--- src/hdl/voice_frame_loss_concealer_assert.svh ---
// Assertion macros shared by the frame loss concealer RTL.
`ifndef VOICE_FRAME_LOSS_CONCEALER_ASSERT_SVH
`define VOICE_FRAME_LOSS_CONCEALER_ASSERT_SVH

// Same-cycle implication, checked at every rising edge outside reset.
`define VFLC_ASSERT_IMP(label, clk_sig, rstn_sig, ante, cons) \
  label: assert property (@(posedge clk_sig) disable iff (!(rstn_sig)) (ante) |-> (cons)) \
    else $error("vflc: same-cycle check failed");

// Next-cycle implication, checked at every rising edge outside reset.
`define VFLC_ASSERT_NXT(label, clk_sig, rstn_sig, ante, cons) \
  label: assert property (@(posedge clk_sig) disable iff (!(rstn_sig)) (ante) |=> (cons)) \
    else $error("vflc: next-cycle check failed");

`endif

--- src/hdl/vflc_pkg.sv ---
// Package for the voice frame loss concealer: codes, types and reset values.
package vflc_pkg;

  // Poll codes on the input channel; the unused code acts as an empty poll.
  localparam logic [1:0] OP_NONE   = 2'd0;
  localparam logic [1:0] OP_HEADER = 2'd1;
  localparam logic [1:0] OP_DATA   = 2'd2;

  // Result kinds.
  localparam logic [1:0] KIND_SILENCE = 2'd0;
  localparam logic [1:0] KIND_VOICE   = 2'd1;
  localparam logic [1:0] KIND_CONTROL = 2'd2;

  // Slow data decoder actions.
  localparam logic [2:0] SLOW_NONE  = 3'd0;
  localparam logic [2:0] SLOW_SYNC  = 3'd1;
  localparam logic [2:0] SLOW_ADD   = 3'd2;
  localparam logic [2:0] SLOW_NULL  = 3'd3;
  localparam logic [2:0] SLOW_RESET = 3'd4;

  // Configuration register indexes.
  localparam int unsigned CFG_IDX_W = 8;
  localparam logic [CFG_IDX_W-1:0] REG_MISSED_TICKS = 8'd0;
  localparam logic [CFG_IDX_W-1:0] REG_HANG_ITER    = 8'd1;
  localparam logic [CFG_IDX_W-1:0] REG_WD_LIMIT     = 8'd2;
  localparam logic [CFG_IDX_W-1:0] REG_MAX_GAP      = 8'd3;

  // Register reset values.
  localparam logic [7:0]  RST_MISSED_TICKS = 8'd8;
  localparam logic [7:0]  RST_HANG_ITER    = 8'd30;
  localparam logic [15:0] RST_WD_LIMIT     = 16'd100;
  localparam logic [4:0]  RST_MAX_GAP      = 5'd18;

  // Sequence numbering and the longest gap that still fits one item's results.
  localparam int unsigned DEF_SEQ_MODULUS = 21;
  localparam logic [5:0]  MAX_FILL        = 6'd19;
  localparam logic [1:0]  HDR_LAST        = 2'd2;

  // Sequencer states.
  typedef enum logic [2:0] {
    S_IDLE,
    S_DECODE,
    S_HDR,
    S_FILL,
    S_REAL,
    S_MISS,
    S_WDOG,
    S_HANG
  } fsm_state_t;

  // One result item.
  typedef struct packed {
    logic [1:0]  kind;
    logic [63:0] vlo;
    logic [7:0]  vhi;
    logic [2:0]  act;
    logic [23:0] slow;
    logic        start_decode;
    logic        go_idle;
    logic        rx_reset;
    logic        busy_now;
    logic        last;
  } result_t;

endpackage

--- src/hdl/voice_frame_loss_concealer.sv ---
// Voice frame loss concealer: poll sequencer with gap filling and receiver timeouts.
// An input transfer is captured, decoded in S_DECODE, and its first result is then registered.
// One result per cycle while out_ready allows, from a single shared modulo incrementer and a
// gap counter; an item yields at most 21 results and a new poll is taken only in S_IDLE.
// Reset (rst_n low, synchronous) restores register defaults and clears state but not the payload.
module voice_frame_loss_concealer #(
  parameter int unsigned SEQ_MODULUS = vflc_pkg::DEF_SEQ_MODULUS
) (
  input  logic                           clk,
  input  logic                           rst_n,
  // Configuration write channel
  input  logic                           cfg_valid,
  output logic                           cfg_ready,
  input  logic [vflc_pkg::CFG_IDX_W-1:0] cfg_index,
  input  logic [15:0]                    cfg_data,
  // Input channel
  input  logic                           in_valid,
  output logic                           in_ready,
  input  logic [1:0]                     in_op,
  input  logic [7:0]                     in_seq_byte,
  input  logic [63:0]                    in_voice_low,
  input  logic [7:0]                     in_voice_high,
  input  logic [23:0]                    in_slow_bytes,
  input  logic                           in_timebase_tick,
  // Result channel
  output logic                           out_valid,
  input  logic                           out_ready,
  output logic [1:0]                     out_frame_kind,
  output logic [63:0]                    out_voice_out_low,
  output logic [7:0]                     out_voice_out_high,
  output logic [2:0]                     out_slow_action,
  output logic [23:0]                    out_slow_out,
  output logic                           out_start_decode,
  output logic                           out_go_idle,
  output logic                           out_receiver_reset,
  output logic                           out_busy_now,
  output logic                           out_last
);

  localparam logic [5:0] ModW   = 6'(SEQ_MODULUS);
  localparam logic [4:0] SeqTop = 5'(SEQ_MODULUS - 1);

  // Configuration registers
  logic [7:0]  ticks_r, hang_iter_r;
  logic [15:0] wd_limit_r;
  logic [4:0]  max_gap_r;

  // Captured input payload
  logic [1:0]  op_r;
  logic [7:0]  seq_r;
  logic [63:0] vlo_r;
  logic [7:0]  vhi_r;
  logic [23:0] slow_r;

  // Receiver state
  vflc_pkg::fsm_state_t state_r, state_nxt;
  logic [4:0]  exp_r, exp_nxt;
  logic [7:0]  missed_r, missed_nxt;
  logic [7:0]  hang_r, hang_nxt;
  logic [15:0] wd_cnt_r, wd_cnt_nxt;
  logic        wd_run_r, wd_run_nxt;
  logic        busy_r, busy_nxt;
  logic [4:0]  cnt_r, cnt_nxt;
  logic        wd_fire_r, wd_fire_nxt;
  logic        hang_fire_r, hang_fire_nxt;

  // Output register
  logic              out_valid_r;
  vflc_pkg::result_t res_r, res_nxt;
  logic              emitting;

  logic        in_xfer, emit_ok;
  logic [4:0]  seq_num;
  logic        end_bit, in_range, gap_ok, tail_done;
  logic [5:0]  gap;
  logic [7:0]  missed_inc, hang_post;
  logic        dec_wd_fire, dec_hang_fire;
  logic [4:0]  inc_src, inc_out;
  vflc_pkg::fsm_state_t tail_state, dec_tail_state;

  assign in_xfer   = in_valid && in_ready;
  assign in_ready  = (state_r == vflc_pkg::S_IDLE);
  assign cfg_ready = 1'b1;
  assign emit_ok   = !out_valid_r || out_ready;

  // Sequence number decode and gap to the expected number.
  assign seq_num  = seq_r[4:0];
  assign end_bit  = seq_r[6];
  assign in_range = ({1'b0, seq_num} < ModW);
  always_comb begin
    if (seq_num >= exp_r) begin
      gap = {1'b0, seq_num} - {1'b0, exp_r};
    end else begin
      gap = {1'b0, seq_num} + ModW - {1'b0, exp_r};
    end
  end
  assign gap_ok = (gap <= {1'b0, max_gap_r}) && (gap <= vflc_pkg::MAX_FILL);

  // Shared modulo incrementer: the received number on the real frame, else the expected one.
  assign inc_src = (state_r == vflc_pkg::S_REAL) ? seq_num : exp_r;
  assign inc_out = (inc_src == SeqTop) ? 5'd0 : inc_src + 5'd1;

  // Timeout outcome of the item, known once the poll is decoded.
  assign missed_inc  = missed_r + 8'd1;
  assign dec_wd_fire = (op_r != vflc_pkg::OP_HEADER) && (op_r != vflc_pkg::OP_DATA) &&
                       wd_run_r && (wd_limit_r != 16'd0) && (wd_cnt_r >= wd_limit_r);
  always_comb begin
    unique case (op_r)
      vflc_pkg::OP_HEADER: hang_post = 8'd0;
      vflc_pkg::OP_DATA:   hang_post = end_bit ? hang_iter_r : 8'd0;
      default:             hang_post = hang_r;
    endcase
  end
  assign dec_hang_fire = (hang_post == 8'd1);

  always_comb begin
    priority if (dec_wd_fire) begin
      dec_tail_state = vflc_pkg::S_WDOG;
    end else if (dec_hang_fire) begin
      dec_tail_state = vflc_pkg::S_HANG;
    end else begin
      dec_tail_state = vflc_pkg::S_IDLE;
    end
  end

  always_comb begin
    priority if (wd_fire_r) begin
      tail_state = vflc_pkg::S_WDOG;
    end else if (hang_fire_r) begin
      tail_state = vflc_pkg::S_HANG;
    end else begin
      tail_state = vflc_pkg::S_IDLE;
    end
  end
  assign tail_done = !wd_fire_r && !hang_fire_r;

  // Next state of the sequencer.
  always_comb begin
    state_nxt = state_r;
    unique case (state_r)
      vflc_pkg::S_IDLE: begin
        if (in_xfer) state_nxt = vflc_pkg::S_DECODE;
      end
      vflc_pkg::S_DECODE: begin
        unique case (op_r)
          vflc_pkg::OP_HEADER: state_nxt = vflc_pkg::S_HDR;
          vflc_pkg::OP_DATA: begin
            if (end_bit || !in_range || !gap_ok) begin
              state_nxt = dec_tail_state;
            end else if (gap == 6'd0) begin
              state_nxt = vflc_pkg::S_REAL;
            end else begin
              state_nxt = vflc_pkg::S_FILL;
            end
          end
          default: begin
            if (busy_r && (missed_inc == ticks_r)) begin
              state_nxt = vflc_pkg::S_MISS;
            end else begin
              state_nxt = dec_tail_state;
            end
          end
        endcase
      end
      vflc_pkg::S_HDR: begin
        if (emit_ok && (cnt_r[1:0] == vflc_pkg::HDR_LAST)) state_nxt = tail_state;
      end
      vflc_pkg::S_FILL: begin
        if (emit_ok && (cnt_r == 5'd1)) state_nxt = vflc_pkg::S_REAL;
      end
      vflc_pkg::S_REAL, vflc_pkg::S_MISS: begin
        if (emit_ok) state_nxt = tail_state;
      end
      vflc_pkg::S_WDOG: begin
        if (emit_ok) state_nxt = hang_fire_r ? vflc_pkg::S_HANG : vflc_pkg::S_IDLE;
      end
      vflc_pkg::S_HANG: begin
        if (emit_ok) state_nxt = vflc_pkg::S_IDLE;
      end
      default: state_nxt = vflc_pkg::S_IDLE;
    endcase
  end

  // Receiver state updates.
  always_comb begin
    exp_nxt       = exp_r;
    missed_nxt    = missed_r;
    hang_nxt      = hang_r;
    wd_cnt_nxt    = wd_cnt_r;
    wd_run_nxt    = wd_run_r;
    busy_nxt      = busy_r;
    cnt_nxt       = cnt_r;
    wd_fire_nxt   = wd_fire_r;
    hang_fire_nxt = hang_fire_r;
    unique case (state_r)
      vflc_pkg::S_IDLE: begin
        // The timebase tick advances a running watchdog before the poll is handled.
        if (in_xfer && in_timebase_tick && wd_run_r && (wd_cnt_r != 16'hFFFF)) begin
          wd_cnt_nxt = wd_cnt_r + 16'd1;
        end
      end
      vflc_pkg::S_DECODE: begin
        wd_fire_nxt   = dec_wd_fire;
        hang_fire_nxt = dec_hang_fire;
        hang_nxt      = (hang_post == 8'd0) ? 8'd0 : hang_post - 8'd1;
        unique case (op_r)
          vflc_pkg::OP_HEADER: begin
            busy_nxt   = 1'b1;
            exp_nxt    = 5'd0;
            wd_run_nxt = 1'b1;
            wd_cnt_nxt = 16'd0;
            missed_nxt = 8'd0;
            cnt_nxt    = 5'd0;
          end
          vflc_pkg::OP_DATA: begin
            wd_cnt_nxt = 16'd0;
            missed_nxt = 8'd0;
            cnt_nxt    = gap[4:0];
          end
          default: begin
            if (busy_r) begin
              missed_nxt = (missed_inc == ticks_r) ? 8'd0 : missed_inc;
            end
          end
        endcase
      end
      vflc_pkg::S_HDR: begin
        if (emit_ok) cnt_nxt = cnt_r + 5'd1;
      end
      vflc_pkg::S_FILL: begin
        if (emit_ok) begin
          cnt_nxt = cnt_r - 5'd1;
          exp_nxt = inc_out;
        end
      end
      vflc_pkg::S_REAL, vflc_pkg::S_MISS: begin
        if (emit_ok) exp_nxt = inc_out;
      end
      vflc_pkg::S_WDOG, vflc_pkg::S_HANG: begin
        if (emit_ok) begin
          busy_nxt   = 1'b0;
          wd_run_nxt = 1'b0;
          wd_cnt_nxt = 16'd0;
        end
      end
      default: ;
    endcase
  end

  // Result built for the current sequencer state.
  always_comb begin
    res_nxt          = '0;
    emitting         = 1'b0;
    res_nxt.busy_now = busy_r;
    unique case (state_r)
      vflc_pkg::S_HDR: begin
        emitting             = 1'b1;
        res_nxt.kind         = vflc_pkg::KIND_SILENCE;
        res_nxt.start_decode = (cnt_r == 5'd0);
        res_nxt.act          = (cnt_r[1:0] == vflc_pkg::HDR_LAST) ? vflc_pkg::SLOW_RESET
                                                                  : vflc_pkg::SLOW_NONE;
        res_nxt.last         = (cnt_r[1:0] == vflc_pkg::HDR_LAST) && tail_done;
      end
      vflc_pkg::S_FILL, vflc_pkg::S_MISS: begin
        emitting     = 1'b1;
        res_nxt.kind = vflc_pkg::KIND_SILENCE;
        res_nxt.act  = (exp_r == 5'd0) ? vflc_pkg::SLOW_SYNC : vflc_pkg::SLOW_NULL;
        res_nxt.last = (state_r == vflc_pkg::S_MISS) && tail_done;
      end
      vflc_pkg::S_REAL: begin
        emitting     = 1'b1;
        res_nxt.kind = vflc_pkg::KIND_VOICE;
        res_nxt.vlo  = vlo_r;
        res_nxt.vhi  = vhi_r;
        res_nxt.act  = (seq_num == 5'd0) ? vflc_pkg::SLOW_SYNC : vflc_pkg::SLOW_ADD;
        res_nxt.slow = (seq_num == 5'd0) ? 24'd0 : slow_r;
        res_nxt.last = tail_done;
      end
      vflc_pkg::S_WDOG, vflc_pkg::S_HANG: begin
        emitting         = 1'b1;
        res_nxt.kind     = vflc_pkg::KIND_CONTROL;
        res_nxt.act      = vflc_pkg::SLOW_RESET;
        res_nxt.go_idle  = 1'b1;
        res_nxt.rx_reset = 1'b1;
        res_nxt.busy_now = 1'b0;
        res_nxt.last     = (state_r == vflc_pkg::S_HANG) || !hang_fire_r;
      end
      default: ;
    endcase
  end

  // Control and state registers.
  always_ff @(posedge clk) begin
    if (!rst_n) begin
      state_r     <= vflc_pkg::S_IDLE;
      exp_r       <= 5'd0;
      missed_r    <= 8'd0;
      hang_r      <= 8'd0;
      wd_cnt_r    <= 16'd0;
      wd_run_r    <= 1'b0;
      busy_r      <= 1'b0;
      cnt_r       <= 5'd0;
      wd_fire_r   <= 1'b0;
      hang_fire_r <= 1'b0;
      out_valid_r <= 1'b0;
    end else begin
      state_r     <= state_nxt;
      exp_r       <= exp_nxt;
      missed_r    <= missed_nxt;
      hang_r      <= hang_nxt;
      wd_cnt_r    <= wd_cnt_nxt;
      wd_run_r    <= wd_run_nxt;
      busy_r      <= busy_nxt;
      cnt_r       <= cnt_nxt;
      wd_fire_r   <= wd_fire_nxt;
      hang_fire_r <= hang_fire_nxt;
      if (emitting && emit_ok) begin
        out_valid_r <= 1'b1;
      end else if (out_ready) begin
        out_valid_r <= 1'b0;
      end
    end
  end

  // Configuration registers take a write on every transfer to their index; other indexes are ignored.
  always_ff @(posedge clk) begin
    if (!rst_n) begin
      ticks_r     <= vflc_pkg::RST_MISSED_TICKS;
      hang_iter_r <= vflc_pkg::RST_HANG_ITER;
      wd_limit_r  <= vflc_pkg::RST_WD_LIMIT;
      max_gap_r   <= vflc_pkg::RST_MAX_GAP;
    end else if (cfg_valid && cfg_ready) begin
      if (cfg_index == vflc_pkg::REG_MISSED_TICKS) ticks_r     <= cfg_data[7:0];
      if (cfg_index == vflc_pkg::REG_HANG_ITER)    hang_iter_r <= cfg_data[7:0];
      if (cfg_index == vflc_pkg::REG_WD_LIMIT)     wd_limit_r  <= cfg_data;
      if (cfg_index == vflc_pkg::REG_MAX_GAP)      max_gap_r   <= cfg_data[4:0];
    end
  end

  // Payload registers: input capture and the result register.
  always_ff @(posedge clk) begin
    if (in_xfer) begin
      op_r   <= in_op;
      seq_r  <= in_seq_byte;
      vlo_r  <= in_voice_low;
      vhi_r  <= in_voice_high;
      slow_r <= in_slow_bytes;
    end
    if (emitting && emit_ok) begin
      res_r <= res_nxt;
    end
  end

  assign out_valid          = out_valid_r;
  assign out_frame_kind     = res_r.kind;
  assign out_voice_out_low  = res_r.vlo;
  assign out_voice_out_high = res_r.vhi;
  assign out_slow_action    = res_r.act;
  assign out_slow_out       = res_r.slow;
  assign out_start_decode   = res_r.start_decode;
  assign out_go_idle        = res_r.go_idle;
  assign out_receiver_reset = res_r.rx_reset;
  assign out_busy_now       = res_r.busy_now;
  assign out_last           = res_r.last;

  // Checks on the sequencer.
  `include "voice_frame_loss_concealer_assert.svh"

  `VFLC_ASSERT_IMP(a_exp_in_range, clk, rst_n, 1'b1, ({1'b0, exp_r} < ModW))
  `VFLC_ASSERT_IMP(a_fill_count_live, clk, rst_n, (state_r == vflc_pkg::S_FILL), (cnt_r != 5'd0))
  `VFLC_ASSERT_NXT(a_real_sets_exp, clk, rst_n, (state_r == vflc_pkg::S_REAL) && emit_ok, (exp_r == $past(inc_out)))

endmodule
--- config.mk ---
export PLATFORM = sky130hd
export DESIGN_NAME = voice_frame_loss_concealer
export DESIGN_NICKNAME = d
export VERILOG_FILES = /design/src/hdl/vflc_pkg.sv /design/src/hdl/voice_frame_loss_concealer.sv
export VERILOG_INCLUDE_DIRS = /design/src /design/src/hdl
export SDC_FILE = /design/constraint.sdc
export NUM_CORES = 1
export LEC_CHECK = 0
export BUFFER_PORTS_ARGS = -buffer_cell sky130_fd_sc_hd__buf_4
export CAP_MARGIN = 20
export CORE_MARGIN = 4
export CORE_UTILIZATION = 30
export CTS_BUF_LIST = sky130_fd_sc_hd__clkbuf_4
export DETAILED_ROUTE_END_ITERATION = 7
export HOLD_SLACK_MARGIN = 0.12
export PLACE_DENSITY_LB_ADDON = 0.3
export SYNTH_ARGS = -nofsm -noshare
export SYNTH_HDL_FRONTEND = slang
export SYNTH_SLANG_ARGS = --single-unit
--- constraint.sdc ---
create_clock -name clk -period 13.1 [get_ports clk]
set_input_delay 2.62 -clock clk [delete_from_list [all_inputs] [get_ports clk]]
set_output_delay 2.62 -clock clk [all_outputs]
set_load 0.05 [all_outputs]
==> flow_summary.yaml <==
drt:
  dr.pass1.iters: 6
  ant_nets: 0
  detail_route.wl_per_cell_um: 16.52
  vias: 8939
  route.detailed.drc: 0
  viasPerCell: 4.653
  drt-initial-drc-count: 570
  wirelength_um: 31730
synthesis:
  ys_seq_area_frac: 0.6241
  yosysUniqueCellTypes: 74
  synthAdderAreaFrac: 0.04960
  synth_compound_area_frac: 0.08045
  synthCells: 1025
  synth_seq_cells: 295
  async_flop_share: 0
  syn_nets: 1210
  yosys_most_used_dff: "edfxtp_1"
  synth_edf_count: 209
  synth_xor_xnor_area_share: 0.02665
  synth-simple-area-share: 0.1514
  muxShareOfSynthArea: 0.03652
  yosys_warnings: 0
  synth_top_family_by_area: "simple AND/OR/NAND/NOR gates"
  syn-cell-area_mm2: 0.01281
  avgSynthCellArea_um2: 12.50
floorplanning:
  ioPinCount: 245
  core_area_mm2: 0.04213
  num_rows: 75
  die_h_um: 214.7
  start_util: 0.3041
  die_w_um: 214.7
  die_area_mm2: 0.04609
final_layout:
  fillers: 4123
  area_delta_synth_final_pct: 27.12
  regArea_mm2: 0.007998
  nets: 1503
  drive_gt1_frac: 0.2901
  finalInstanceArea_mm2: 0.01629
  multiInputGateArea_mm2: 0.004443
power:
  ir_worst_vdd_uv: 60.43
  p_per_area_mw_per_mm2: 131.2
  power_mw: 2.137
  p_leak_nw: 6.231
sta:
  setup_viol: 0
  setup_slack_ns: 8.338
  fmaxAchievable_mhz: 210.0
  min_period_over_period: 0.3635
  clock_skew_ns: 0.03847
  hold_viol_final: 0
  finalMaxSlewViolations: 0
  fin_crit_ns: 4.762
  fin_tns_setup_ns: 0
  relSlewSlack: 0.3105
  holdWs_ns: 0.4838
  grt_setup_unrepaired: "false"
  tightest_slew_ns: 1.026
setup_path:
  crit_type: "flop to primary output"
  slowest_stage: "nor3_1"
  crit_end: "in_ready"
  crit_buf_inv: 1
  cp.depth: 2
  critical-path-top-delay-family: "simple AND/OR/NAND/NOR gates"
  end_kind: "primary output"
  cp_max_fo: 20
  worstPathCellList: "nor3_1, buf_4"
  start_kind: "flop"
  max_stage_delay_ns: 0.57
  reg2reg_depth: 16
  arrival_ns: 2.14
  r2r-end: "state_r[1]"
  setup.worst_path.start: "state_r[2]"
  r2r_start: "seq_r[0]"
  rrSetupSlack_ns: 9.07
  required_ns: 10.48
grt:
  antenna_found_initial: 2
  grt_pass1_vias: 8932
  globalRouteTotalUtil: 0.1354
  grt_remaining_overflow: 0
  grt_pass1_wl_um: 49520
  grt_max_degree: 76
placement:
  port_buffers: 241
  gp_congestion: 0.8026
  place_ws_ns: 7.992
  hpwl_um: 22350
  post_dp_cell_area_mm2: 0.01519
cts:
  post-cts-setup-buffer-count: 0
  cts_root_buf: "clkbuf_4"
  cts_made_buffers: 85
  cts_resized: 0
  clock_latency_ns: 0.77
  path_clk_slew_ns: 0.07
  clock_path_buffers: 3
  hold_buffers: 0
  cts_tree: "yes"
  htree_levels: 3
  numClockSinks: 295
run_status:
  status: "finished clean"
worst_hold_path:
  hold_class: "flop to flop"
job:
  maxCapViolations: 0
-- cells in the final DEF, fill, tap and decap left out, types with 7 or more instances in the layout --
cell type and n:
a21oi_1 22, and2_1 99, ha_1 46, a211oi_1 8, buf_4 247, inv_1 58, edfxtp_1 209, nor3_1 27
mux2i_1 43, dfxtp_1 86, o21ai_0 15, xor2_1 8, nor4_1 8, clkbuf_4 122, a22oi_1 20, nand2_1 52
nor2_1 53, clkinv_1 16, nand3_1 20, nor2b_1 44, and3_1 7, xnor2_1 31
-- cell families (layout without fill, tap and decap cells) --
family | Yosys count | count (layout)
xor gates and xnor gates | 39 | 39
buffers and inverters | 101 | 455
and+or+nand+nor | 352 | 352
adders and majority gates | 49 | 49
muxes | 46 | 46
other | 1 | 4
AOI/OAI and AO/OA | 142 | 142
DFF | 295 | 295
-- how the worst min path moves through the flow --
stage	start	endpoint	slack [ns]	cells after the start
4_1_cts	max_gap_r[4]	max_gap_r[4]	0.49	2
3_3_place_gp	max_gap_r[4]	max_gap_r[4]	0.47	2
5_1_grt	vhi_r[4]	out_voice_out_high[4]	0.52	1
6_report	max_gap_r[4]	max_gap_r[4]	0.48	2
2_1_floorplan	max_gap_r[1]	max_gap_r[1]	0.44	2
3_5_place_dp	max_gap_r[4]	max_gap_r[4]	0.48	2
-- power by group --
| group | total, mW | leakage (nW) | internal (mW) | switching, mW |
|---|---|---|---|---|
| registers | 1.06 | 2.46 | 1.04 | 0.0184 |
| logic | 0.214 | 3.14 | 0.0805 | 0.133 |
| clock network | 0.860 | 0.640 | 0.468 | 0.392 |
| total | 2.14 | 6.23 | 1.59 | 0.544 |
-- synthesized netlist by cell type, types with 22 or more instances --
cell | number | area (um2)
a21oi_1 | 22 | 110.1
and2_1 | 100 | 625.6
clkbuf_1 | 30 | 112.6
dfxtp_1 | 86 | 1722
edfxtp_1 | 209 | 6276
ha_1 | 46 | 575.6
inv_1 | 58 | 217.7
mux2i_1 | 43 | 430.4
nand2_1 | 52 | 195.2
nor2_1 | 54 | 202.7
nor2b_1 | 44 | 275.3
nor3_1 | 28 | 140.1
xnor2_1 | 31 | 271.5
-- layout make-up --
type | instances | share of cell area
sequential | 295 | 0.4909
multi-input combinational | 629 | 0.2727
timing repair buffer | 247 | 0.1138
clock buffer | 122 | 0.05622
tap | 539 | 0.04140
inverter | 60 | 0.01382
clock inverter | 26 | 0.01060
antenna | 3 | 0.0004608
-- state kept, by name, indices dropped and copies added, names as in the netlist, 2 cells and up --
name / count
cnt_r: 5
exp_r: 5
hang_iter_r: 8
hang_r: 8
max_gap_r: 5
missed_r: 8
op_r: 2
out_frame_kind: 2
out_slow_action: 3
out_slow_out: 24
out_voice_out_high: 8
out_voice_out_low: 64
seq_r: 6
slow_r: 24
state_r: 3
ticks_r: 8
vhi_r: 8
vlo_r: 64
wd_cnt_r: 16
wd_limit_r: 16
-- worst reg2reg max path: cells and delay by family (launching register included) --
kind | cells | cell delay [ns]
adder cells (fa/ha/maj) | 3 | 0.88
AND/OR/NAND/NOR | 3 | 0.35
AO/OA/AOI/OAI | 7 | 1.76
buffers and inverters | 2 | 0.16
flip-flops | 1 | 0.43
multiplexers | 1 | 0.35
-- routing by layer --
layer / vias up / track usage / wire, um
met1: 4214 / 0.1782 / 14270
li1: 4343 / - / -
met4: 0 / 0.04647 / 753
met5: - / 0 / 0
met2: 319 / 0.2091 / 14450
met3: 63 / 0.04648 / 2256
-- metrics by stage --
stage          std cells  utilization
2_1_floorplan       1025            -
3_3_place_gp        1770       0.3606
3_5_place_dp        1770       0.3606
4_1_cts             1918       0.3865
5_1_grt             1921       0.3866
6_report            1921       0.3866
Power figures use the tool's default switching activity.
